File: src/hdl/i2cm_pkg.sv
`default_nettype none

package i2cm_pkg;

    localparam int BITS_PER_BYTE   = 8;
    localparam int BIT_IDX_W       = $clog2(BITS_PER_BYTE);
    localparam int PHASE_W         = 5;
    localparam int TICK_W          = 16;
    localparam int SUB_W           = 2;

    localparam logic [TICK_W-1:0]  PHASE_TICKS_RESET = 16'd10;
    localparam logic [SUB_W-1:0]   SUB_SDA   = 2'd0;
    localparam logic [SUB_W-1:0]   SUB_LAST  = 2'd2;

    typedef enum logic [2:0] {
        CMD_START     = 3'd0,
        CMD_STOP      = 3'd1,
        CMD_SEND_BYTE = 3'd2,
        CMD_RECV_BYTE = 3'd3,
        CMD_SEND_ACK  = 3'd4,
        CMD_RECV_ACK  = 3'd5
    } cmd_t;

    typedef enum logic [1:0] {
        ACT_SCL  = 2'd0,
        ACT_SDA  = 2'd1,
        ACT_READ = 2'd2
    } act_t;

    typedef struct packed {
        act_t                 act;
        logic                 val;
        logic [BIT_IDX_W-1:0] rx_pos;
    } phase_act_t;

    function automatic logic [PHASE_W-1:0] phase_last(input cmd_t cmd);
        logic [PHASE_W-1:0] n;
        begin
            unique case (cmd)
                CMD_START:     n = PHASE_W'(3);
                CMD_STOP:      n = PHASE_W'(2);
                CMD_SEND_BYTE: n = PHASE_W'(3 * BITS_PER_BYTE - 1);
                CMD_RECV_BYTE: n = PHASE_W'(3 * BITS_PER_BYTE);
                CMD_SEND_ACK:  n = PHASE_W'(2);
                CMD_RECV_ACK:  n = PHASE_W'(3);
                default:       n = PHASE_W'(3);
            endcase
            return n;
        end
    endfunction

endpackage

`default_nettype wire

File: src/hdl/i2cm_phase_dec.sv
`default_nettype none

module i2cm_phase_dec
    import i2cm_pkg::*;
(
    input  wire cmd_t                  cmd,
    input  wire logic [PHASE_W-1:0]    phase,
    input  wire logic [SUB_W-1:0]      sub,
    input  wire logic [BIT_IDX_W-1:0]  bit_idx,
    input  wire logic [BITS_PER_BYTE-1:0] tx_shift,
    output phase_act_t                 pa
);

    logic [BIT_IDX_W-1:0] msb_pos;

    always_comb
    begin
        msb_pos   = BIT_IDX_W'(BITS_PER_BYTE - 1) - bit_idx;
        pa.act    = ACT_SCL;
        pa.val    = 1'b0;
        pa.rx_pos = msb_pos;
        unique case (cmd)
            CMD_START:
            begin
                pa.act = phase[0] ? ACT_SCL : ACT_SDA;
                pa.val = ~phase[1];
            end
            CMD_STOP:
            begin
                if (phase == PHASE_W'(0))
                begin
                    pa.act = ACT_SDA;
                    pa.val = 1'b0;
                end
                else if (phase == PHASE_W'(1))
                begin
                    pa.act = ACT_SCL;
                    pa.val = 1'b1;
                end
                else
                begin
                    pa.act = ACT_SDA;
                    pa.val = 1'b1;
                end
            end
            CMD_SEND_BYTE:
            begin
                if (sub == SUB_SDA)
                begin
                    pa.act = ACT_SDA;
                    pa.val = tx_shift[msb_pos];
                end
                else
                begin
                    pa.act = ACT_SCL;
                    pa.val = (sub != SUB_LAST);
                end
            end
            CMD_RECV_BYTE:
            begin
                if (phase == PHASE_W'(0))
                begin
                    pa.act = ACT_SDA;
                    pa.val = 1'b1;
                end
                else if (sub == SUB_W'(1))
                begin
                    pa.act = ACT_READ;
                end
                else
                begin
                    pa.act = ACT_SCL;
                    pa.val = (sub == SUB_SDA);
                end
            end
            CMD_SEND_ACK:
            begin
                if (phase == PHASE_W'(0))
                begin
                    pa.act = ACT_SDA;
                    pa.val = tx_shift[0];
                end
                else
                begin
                    pa.act = ACT_SCL;
                    pa.val = (phase == PHASE_W'(1));
                end
            end
            default:
            begin
                unique case (phase[1:0])
                    2'd0:
                    begin
                        pa.act = ACT_SDA;
                        pa.val = 1'b1;
                    end
                    2'd1:
                    begin
                        pa.act = ACT_SCL;
                        pa.val = 1'b1;
                    end
                    2'd2:
                    begin
                        pa.act = ACT_READ;
                    end
                    default:
                    begin
                        pa.act = ACT_SCL;
                        pa.val = 1'b0;
                    end
                endcase
            end
        endcase
    end

endmodule

`default_nettype wire

File: src/hdl/i2c_master_bit_sequencer.sv
// I2C master bit sequencer: each accepted input word is one timing tick and
// yields one result word, so a word can be taken every clock cycle unless
// out_ready stalls a full result register, the only stage, which refills in
// the cycle it is taken. Commands (start, stop, send byte, receive byte,
// send ack, receive ack) are taken only while idle; each runs a fixed list
// of line phases, and every phase lasts phase_ticks words (zero counts as
// one). scl_out and sda_out are open-drain drives, 1 meaning released.
// Write phase_ticks only while no command is running.
`default_nettype none

module i2c_master_bit_sequencer
    import i2cm_pkg::*;
(
    input  wire logic                     clk,
    input  wire logic                     rst_n,

    input  wire logic                     cfg_valid,
    output logic                          cfg_ready,
    input  wire logic [TICK_W-1:0]        cfg_data,

    input  wire logic                     in_valid,
    output logic                          in_ready,
    input  wire logic                     cmd_valid,
    input  wire logic [2:0]               mode,
    input  wire logic [BITS_PER_BYTE-1:0] tx_byte,
    input  wire logic                     ack_to_send,
    input  wire logic                     sda_in,

    output logic                          out_valid,
    input  wire logic                     out_ready,
    output logic                          scl_out,
    output logic                          sda_out,
    output logic                          busy_res,
    output logic                          done_res,
    output logic [BITS_PER_BYTE-1:0]      rx_byte,
    output logic                          ack_received
);

    logic [TICK_W-1:0]        phase_ticks_reg;
    logic                     run_reg, run_next;
    cmd_t                     cmd_reg, cmd_next;
    logic [PHASE_W-1:0]       phase_reg, phase_next;
    logic [TICK_W-1:0]        tick_reg, tick_next;
    logic [SUB_W-1:0]         sub_reg, sub_next;
    logic [BIT_IDX_W-1:0]     bit_reg, bit_next;
    logic [BITS_PER_BYTE-1:0] tx_reg, tx_next;
    logic [BITS_PER_BYTE-1:0] rx_reg, rx_next;
    logic                     scl_reg, scl_next;
    logic                     sda_reg, sda_next;
    logic                     ack_reg, ack_next;
    logic                     done_next;
    logic                     out_valid_reg;
    logic                     busy_out_reg, done_out_reg;

    logic                     in_fire;
    logic                     start;
    logic                     run_c;
    cmd_t                     cmd_c;
    logic [PHASE_W-1:0]       phase_c;
    logic [TICK_W-1:0]        tick_c;
    logic [SUB_W-1:0]         sub_c;
    logic [BIT_IDX_W-1:0]     bit_c;
    logic [BITS_PER_BYTE-1:0] tx_c;
    logic [BITS_PER_BYTE-1:0] rx_c;
    logic [TICK_W-1:0]        len;
    logic [TICK_W:0]          tick_inc;
    logic                     phase_end;
    phase_act_t               pa;

    assign cfg_ready = 1'b1;
    assign in_ready  = ~out_valid_reg | out_ready;
    assign in_fire   = in_valid & in_ready;

    assign out_valid    = out_valid_reg;
    assign scl_out      = scl_reg;
    assign sda_out      = sda_reg;
    assign busy_res     = busy_out_reg;
    assign done_res     = done_out_reg;
    assign rx_byte      = rx_reg;
    assign ack_received = ack_reg;

    // take a new command only while idle
    always_comb
    begin
        start   = ~run_reg & cmd_valid & (mode <= 3'(CMD_RECV_ACK));
        run_c   = run_reg | start;
        cmd_c   = start ? cmd_t'(mode) : cmd_reg;
        phase_c = start ? '0 : phase_reg;
        tick_c  = start ? '0 : tick_reg;
        sub_c   = start ? '0 : sub_reg;
        bit_c   = start ? '0 : bit_reg;
        tx_c    = tx_reg;
        rx_c    = rx_reg;
        if (start && cmd_t'(mode) == CMD_SEND_BYTE)
            tx_c = tx_byte;
        else if (start && cmd_t'(mode) == CMD_SEND_ACK)
            tx_c = {{(BITS_PER_BYTE-1){1'b0}}, ack_to_send};
        if (start && cmd_t'(mode) == CMD_RECV_BYTE)
            rx_c = '0;
    end

    i2cm_phase_dec u_dec (
        .cmd      (cmd_c),
        .phase    (phase_c),
        .sub      (sub_c),
        .bit_idx  (bit_c),
        .tx_shift (tx_c),
        .pa       (pa)
    );

    always_comb
    begin
        len       = (phase_ticks_reg == '0) ? TICK_W'(1) : phase_ticks_reg;
        tick_inc  = {1'b0, tick_c} + (TICK_W+1)'(1);
        phase_end = (tick_inc >= {1'b0, len});

        run_next   = run_c;
        cmd_next   = cmd_c;
        phase_next = phase_c;
        tick_next  = tick_c;
        sub_next   = sub_c;
        bit_next   = bit_c;
        tx_next    = tx_c;
        rx_next    = rx_c;
        scl_next   = scl_reg;
        sda_next   = sda_reg;
        ack_next   = ack_reg;
        done_next  = 1'b0;

        if (run_c)
        begin
            // act on the first tick of a phase
            if (tick_c == '0)
            begin
                unique case (pa.act)
                    ACT_SCL:  scl_next = pa.val;
                    ACT_SDA:  sda_next = pa.val;
                    default:
                    begin
                        if (cmd_c == CMD_RECV_BYTE)
                            rx_next[pa.rx_pos] = rx_c[pa.rx_pos] | sda_in;
                        else
                            ack_next = sda_in;
                    end
                endcase
            end

            tick_next = tick_inc[TICK_W-1:0];
            if (phase_end)
            begin
                tick_next = '0;
                // advance the bit-cell position, skipping the receive preamble
                if (!(cmd_c == CMD_RECV_BYTE && phase_c == '0))
                begin
                    if (sub_c == SUB_LAST)
                    begin
                        sub_next = '0;
                        bit_next = bit_c + BIT_IDX_W'(1);
                    end
                    else
                    begin
                        sub_next = sub_c + SUB_W'(1);
                    end
                end
                if (phase_c == phase_last(cmd_c))
                begin
                    phase_next = '0;
                    run_next   = 1'b0;
                    done_next  = 1'b1;
                end
                else
                begin
                    phase_next = phase_c + PHASE_W'(1);
                end
            end
        end
    end

    always_ff @(posedge clk or negedge rst_n)
    begin
        if (!rst_n)
        begin
            phase_ticks_reg <= PHASE_TICKS_RESET;
            run_reg         <= 1'b0;
            cmd_reg         <= CMD_START;
            phase_reg       <= '0;
            tick_reg        <= '0;
            sub_reg         <= '0;
            bit_reg         <= '0;
            tx_reg          <= '0;
            rx_reg          <= '0;
            scl_reg         <= 1'b1;
            sda_reg         <= 1'b1;
            ack_reg         <= 1'b0;
            out_valid_reg   <= 1'b0;
            busy_out_reg    <= 1'b0;
            done_out_reg    <= 1'b0;
        end
        else
        begin
            if (cfg_valid && cfg_ready)
                phase_ticks_reg <= cfg_data;
            if (in_fire)
            begin
                run_reg       <= run_next;
                cmd_reg       <= cmd_next;
                phase_reg     <= phase_next;
                tick_reg      <= tick_next;
                sub_reg       <= sub_next;
                bit_reg       <= bit_next;
                tx_reg        <= tx_next;
                rx_reg        <= rx_next;
                scl_reg       <= scl_next;
                sda_reg       <= sda_next;
                ack_reg       <= ack_next;
                busy_out_reg  <= run_c;
                done_out_reg  <= done_next;
                out_valid_reg <= 1'b1;
            end
            else if (out_ready)
            begin
                out_valid_reg <= 1'b0;
            end
        end
    end

endmodule

`default_nettype wire

File: config.mk
export PLATFORM = sky130hd
export DESIGN_NAME = i2c_master_bit_sequencer
export DESIGN_NICKNAME = d
export VERILOG_FILES = /design/src/hdl/i2cm_pkg.sv /design/src/hdl/i2cm_phase_dec.sv /design/src/hdl/i2c_master_bit_sequencer.sv
export SDC_FILE = /design/constraint.sdc
export NUM_CORES = 1
export LEC_CHECK = 0
export BUFFER_PORTS_ARGS = -buffer_cell sky130_fd_sc_hd__buf_4
export CORE_ASPECT_RATIO = 0.75
export CORE_UTILIZATION = 50
export CTS_BUF_LIST = sky130_fd_sc_hd__clkbuf_4 sky130_fd_sc_hd__clkbuf_8
export CTS_CLUSTER_DIAMETER = 40
export DETAILED_ROUTE_END_ITERATION = 6
export PLACE_DENSITY = 0.77
export SLEW_MARGIN = 15
export SYNTH_ARGS = -nofsm -noshare
export SYNTH_HDL_FRONTEND = slang
export SYNTH_HIERARCHICAL = 1
export SYNTH_SLANG_ARGS = --single-unit
File: constraint.sdc
create_clock -name clk -period 6.7 [get_ports clk]
set_input_delay 0.335 -clock clk [delete_from_list [all_inputs] [get_ports clk]]
set_output_delay 0.335 -clock clk [all_outputs]
set_load 0.01 [all_outputs]
# Word level (Yosys, flattened, before mapping)
# Cells that the tools add are included.
dict set report totals {
  word_cells 124
  output_inout_bits 16
  register_bits 68
}
dict set report classes {
  n_reduce_logical 19
  bitwise_logic 11
  n_eq_ne 15
  addsub 5
  mux 55
  magnitude_cmp 4
}
# cell count
set ops {}
lappend ops {{$mux W16} 4}
lappend ops {{$mux W8} 7}
lappend ops {{$logic_not A16 Y1} 2}
lappend ops {{$mux W5} 6}
lappend ops {{$mux W3} 8}
lappend ops {{$mux W2} 9}
lappend ops {{$add A16 B1 Y17 const B} 1}
lappend ops {{$ge A17 B16 Y1} 1}
lappend ops {{$pmux W3 S5} 1}
lappend ops {{$pmux W5 S3} 1}
lappend ops {{$mux W1} 14}
lappend ops {{$eq A3 B2 Y1 const B} 4}
lappend ops {{$bwmux W8} 1}
lappend ops {{$reduce_and A4 Y1} 2}
lappend ops {{$bmux W1 S3} 2}
lappend ops {{$eq A2 B1 Y1 const B} 3}
lappend ops {{$eq A3 B3 Y1 const B} 2}
lappend ops {{$logic_not A2 Y1} 3}
lappend ops {{$reduce_or A2 Y1} 3}
lappend ops {{$add A5 B1 Y5 const B} 1}
lappend ops {{$eq A5 B1 Y1 const B} 1}
lappend ops {{$eq A5 B5 Y1} 1}
lappend ops {{$logic_and A1 B1 Y1} 5}
lappend ops {{$logic_not A5 Y1} 1}
lappend ops {{17 further kinds} 26}

# Longest topological paths before layout
dict set report logic_depth {
  word_depth 15
  depth_mapped 22
  mapped_depth_nobuf 18
}

# By module
# The synthesis kept the hierarchy.
# mod seq_area_each_um2 n_inst area_each_um2 cells_per_inst
set modules_own_cells {}
lappend modules_own_cells {i2c_master_bit_sequencer 1706.6 1 4446.8 494}
lappend modules_own_cells {i2cm_phase_dec 0.0 1 265.3 37}

# Worst setup path after synthesis
# No wires, ideal clock.
dict set report synth_path {
  path_kind {flip-flop to flip-flop}
  startpoint {reg run_reg}
  endpoint {reg tick_reg[10]}
  t_arrival_ns 4.264
  t_required_ns 6.590
  stages_incl_launch_ff 22
  n_path_buf 4
  setup_slack_ns 2.326
  synth_period_minus_slack_ns 4.374
  setup_time_ns 0.110
  path_cell_list {dfrtp_1 and2b_2 nand2_1 buf_2 clkdlybuf4s50_2 nand2_1 inv_1 ha_1 nand2_1 a2111oi_4 and3_1 xnor2_1 nor2_1 ha_1 nand4_1 o41ai_1 a41o_1 or2_4 and2_4 buf_8 buf_4 o41ai_1}
}
dict set report synth_via {
  elab_chain_cells 8
  word_cells_on_any_way 9
}
# element line_no
set synth_rtl {}
lappend synth_rtl {{start, declared} i2c_master_bit_sequencer.sv:40} ;# logic run_reg, run_next;
lappend synth_rtl {{start signal, assigned} i2c_master_bit_sequencer.sv:205} ;# run_reg <= run_next;
lappend synth_rtl {{$not A1 Y1} i2c_master_bit_sequencer.sv:85} ;# start = ~run_reg & cmd_valid & (mode <= 3'(CMD_RECV_ACK));
lappend synth_rtl {{$and A1 B1 Y1 (2 in a row)} i2c_master_bit_sequencer.sv:85}
lappend synth_rtl {{$mux W16} i2c_master_bit_sequencer.sv:89} ;# tick_c = start ? '0 : tick_reg;
lappend synth_rtl {{$add A16 B1 Y17} i2c_master_bit_sequencer.sv:114} ;# tick_inc = {1'b0, tick_c} + (TICK_W+1)'(1);
lappend synth_rtl {{$ge A17 B16 Y1} i2c_master_bit_sequencer.sv:115} ;# phase_end = (tick_inc >= {1'b0, len});
lappend synth_rtl {{$mux W16} i2c_master_bit_sequencer.sv:149} ;# if (phase_end)
lappend synth_rtl {{$mux W16 (*)} i2c_master_bit_sequencer.sv:130} ;# if (run_c)
lappend synth_rtl {{end signal, assigned} i2c_master_bit_sequencer.sv:208} ;# tick_reg <= tick_next;
lappend synth_rtl {{end, declared} i2c_master_bit_sequencer.sv:43} ;# logic [TICK_W-1:0] tick_reg, tick_next;
# Every way passes the cells marked *; elsewhere a longest branch is shown, timed or not.
# A chain may end at the register's enable or synchronous reset.

# Final worst setup path
dict set report layout_path {
  startpoint {reg run_reg}
  endpoint {reg phase_reg[2]}
}
dict set report layout_via {
  elab_chain_cells 13
  word_cells_on_any_way 22
}
# element line_no
set layout_rtl {}
lappend layout_rtl {{branches (longest 12 deep; another with $add A16 B1 Y17)} --}
lappend layout_rtl {{$mux W5 (*)} i2c_master_bit_sequencer.sv:130}
lappend layout_rtl {{end signal, assigned} i2c_master_bit_sequencer.sv:207} ;# phase_reg <= phase_next;
lappend layout_rtl {{end, declared} i2c_master_bit_sequencer.sv:42} ;# logic [PHASE_W-1:0] phase_reg, phase_next;
# Every way passes the cells marked *. The select of a mux whose other input is x is not followed.

==> metrics <==
Max VDD drop 0.000157 V; crit end category flip-flop; Layout Cells excl Fill 701; First DRT Iteration DRCs around 340; Die W about 110 um; vias in the first global route 4,052; post-DP HPWL around 8.6 mm; CTS buffer count 9; largest net degree at the start of global routing slightly below 70; Avg Vias per Cell 6.01; post-route ant nets 0; Port Buffers slightly below 50; post-CTS setup buffer count 0; worst-path cell with the longest stage delay dfrtp_1; status complete, no violations; core box area ~9100 um2; Setup Skew about 0.012 ns; sequential element share of the synthesized area 0.362; WL final about 12 mm; ANT cells 0; Fin. Hold Viols 0; # DRC 0; crit-path max FO 20; CP cell instances and2b_2 -> nand2_1 -> nand2_1 -> inv_1 -> ha_1 -> nand2_1 -> a2111oi_4 -> nand3_1 -> xor2_1 -> nor2_1 -> ha_1 -> nand4_1 -> o41ai_1 -> a41o_1 -> nand4b_4 -> and2_4 -> o21ai_1 -> a22o_1; synthesized area per cell 8.87 um2; number of placed I/O pins just over 50; layout cell share with drive strength beyond 1 0.199; DR WL/cell 17.0 um; Top delay family on crit path simple AND/OR/NAND/NOR gates; CP startpoint kind flip-flop; starting density of the core 0.519; post-cts sizing count 0; Placer Congestion 0.935; CTS tree yes; critical path launch point run_reg$_DFFE_PN0P_; Slew Limit Headroom 0.408; RSZ-0062 raised after global routing false; final slew viol count 0; Worst EP arrival ~5.3 ns; Mapped Cells 531; Worst Path Buf+Inv 1; FF-to-FF Start run_reg$_DFFE_PN0P_; CP required 6.94 ns; final setup vio count 0; vias post-DR 4,213; measured slew at the worst slew-check pin between 0.8 and 0.9 ns; initial antenna violation count 0; clk sinks 68; Post-synth EDFFs 0; area grow syn2layout 12.1%; Post-CTS Hold Buffers 0; WS Path Type flip-flop to flip-flop; Fin Setup TNS 0 ns; first-pass GRT wire length just under 20 mm; clk_lat worst skew around 0.35 ns; Most common cell on crit path nand2_1; Mapped Nets 587; Period Utilization, post-route 0.759; CTS H-tree depth 3; CTS Root Cell clkbuf_8; Max-Cap Viols 0; post-placement cell count a little under 700; worst stage delay on the critical path ~0.7 ns; PwrDens roughly 260 nW/um2; total number of yosys warnings 6; ys async rst share 1.00; maximum clock insertion buffer count 2; Tot Pwr around 1.4 mW; Layout Nets between 600 and 700; Max Clk Rate 0.197 GHz; final global-route overflow total 0; GRT Overall Usage 0.258; post-synth cell types 84; row count 30; Post-Syn Area around 4700 um2; Leak Pwr between 2 and 2.5 nW; fin crit period 5.09 ns; ys flop type dfrtp_1; die area 9820 um2; Die Y 86.1 um; synthesized flop and latch total approximately 70; drt pass-1 iters 5; HP Class primary input to asynchronous set/reset pin; clock slew at reported path FFs roughly 0.08 ns
-- report_power, final --
group	internal [mW]	total, mW	switching, mW
clock	0.166	0.327	0.161
sequential	0.478	0.544	0.0662
combinational	0.215	0.508	0.293
total	0.860	1.38	0.520
-- final cells by class --
cell class	count	area, um2
inverter	29	109
clock inverter	2	10.0
clock buffer	14	174
timing repair buffer	51	383
tap	128	160
multi-input combinational	409	2740
sequential	68	1710
fill	801	3800
-- through the flow --
step	area (um2)	util	hold slack (ns)	setup WS, ns
after floorplan	4710	-	0.0394	2.33
after global placement	5090	0.560	0.466	2.10
after detailed placement	5090	0.560	0.476	1.83
after CTS	5280	0.581	0.139	1.79
after global routing	5280	0.582	0.175	1.33
final	5280	0.582	0.0949	1.61
-- path summary, 6_finish.rpt --
kind                       cells after the start  slack (ns)                         endpoint
max                                           18        1.61         phase_reg[2]$_DFFE_PN0P_
min                                            1        0.09  phase_ticks_reg[11]$_DFFE_PN0P_
max reg2reg                                   18        1.61         phase_reg[2]$_DFFE_PN0P_
min reg2reg                                    2        0.48             busy_res$_DFFE_PN0P_
max in group asynchronous                      1        6.01          tick_reg[1]$_DFFE_PN0P_
min in group clk                               3        0.18  phase_ticks_reg[10]$_DFFE_PN0P_
-- synth_stat cells (5+ instances only) --
master,n,area [um2]
mux2_2,12,135
o21ai_0,54,270
ha_1,21,263
xor2_1,9,78.8
nor2_1,26,97.6
clkbuf_1,14,52.6
nand4_1,6,37.5
nand3_1,19,95.1
and2_1,8,50.1
o41ai_1,10,87.6
a21oi_1,12,60.1
o31ai_1,5,37.5
xnor2_1,8,70.1
nand2_1,99,372
nor4_1,8,50.1
clkbuf_8,5,68.8
dfrtp_1,64,1600
nand2b_1,5,31.3
inv_1,29,109
nor3_1,9,45.0
and3_1,5,31.3
or3_1,5,31.3
-- worst reg2reg max path, delay by kind of cell, from the launching register on --
kind | cells | cell delay (ns)
buffers and inverters | 1 | 0.14
AND/OR/NAND/NOR | 9 | 1.99
AO/OA/AOI/OAI | 5 | 1.39
adder cells (fa/ha/maj) | 2 | 0.54
XOR/XNOR | 1 | 0.22
flip-flops | 1 | 0.69
-- kinds of logic (layout without fill, tap and decap cells) --
| logic type | Yosys count | count (layout) | share of synthesized area |
|---|---|---|---|
| simple gates | 223 | 223 | 0.244 |
| compound gates | 129 | 129 | 0.197 |
| flops | 68 | 68 | 0.362 |
| buf+inv | 54 | 96 | 0.0595 |
| fa+ha+maj | 21 | 21 | 0.0558 |
| mux | 18 | 18 | 0.0494 |
| xor+xnor | 17 | 17 | 0.0316 |
| other cells | 1 | 1 | 0.000796 |
-- cells in the final DEF (no fill, tap or decap), types with 5 or more instances in the layout --
master and n:
nand2_1 99, dfrtp_1 64, o21ai_0 54, buf_4 51, inv_1 29, nor2_1 26
ha_1 21, nand3_1 19, mux2_2 12, a21oi_1 11, clkbuf_8 11, o41ai_1 10
xor2_1 9, nor3_1 9, xnor2_1 8, nor4_1 8, and2_1 8, nand4_1 6
and3_1 5, or3_1 5, nand2b_1 5, o31ai_1 5
-- per-layer routing --
| metal | up-vias | global-route usage | part of all wire |
|---|---|---|---|
| li1 | 1984 | - | - |
| met3 | 26 | 0.0622 | 0.088 |
| met1 | 2003 | 0.374 | 0.46 |
| met4 | 0 | 0.104 | 0.019 |
| met2 | 200 | 0.368 | 0.44 |
| met5 | - | 0 | 0 |
Power figures use the tool's default switching activity.
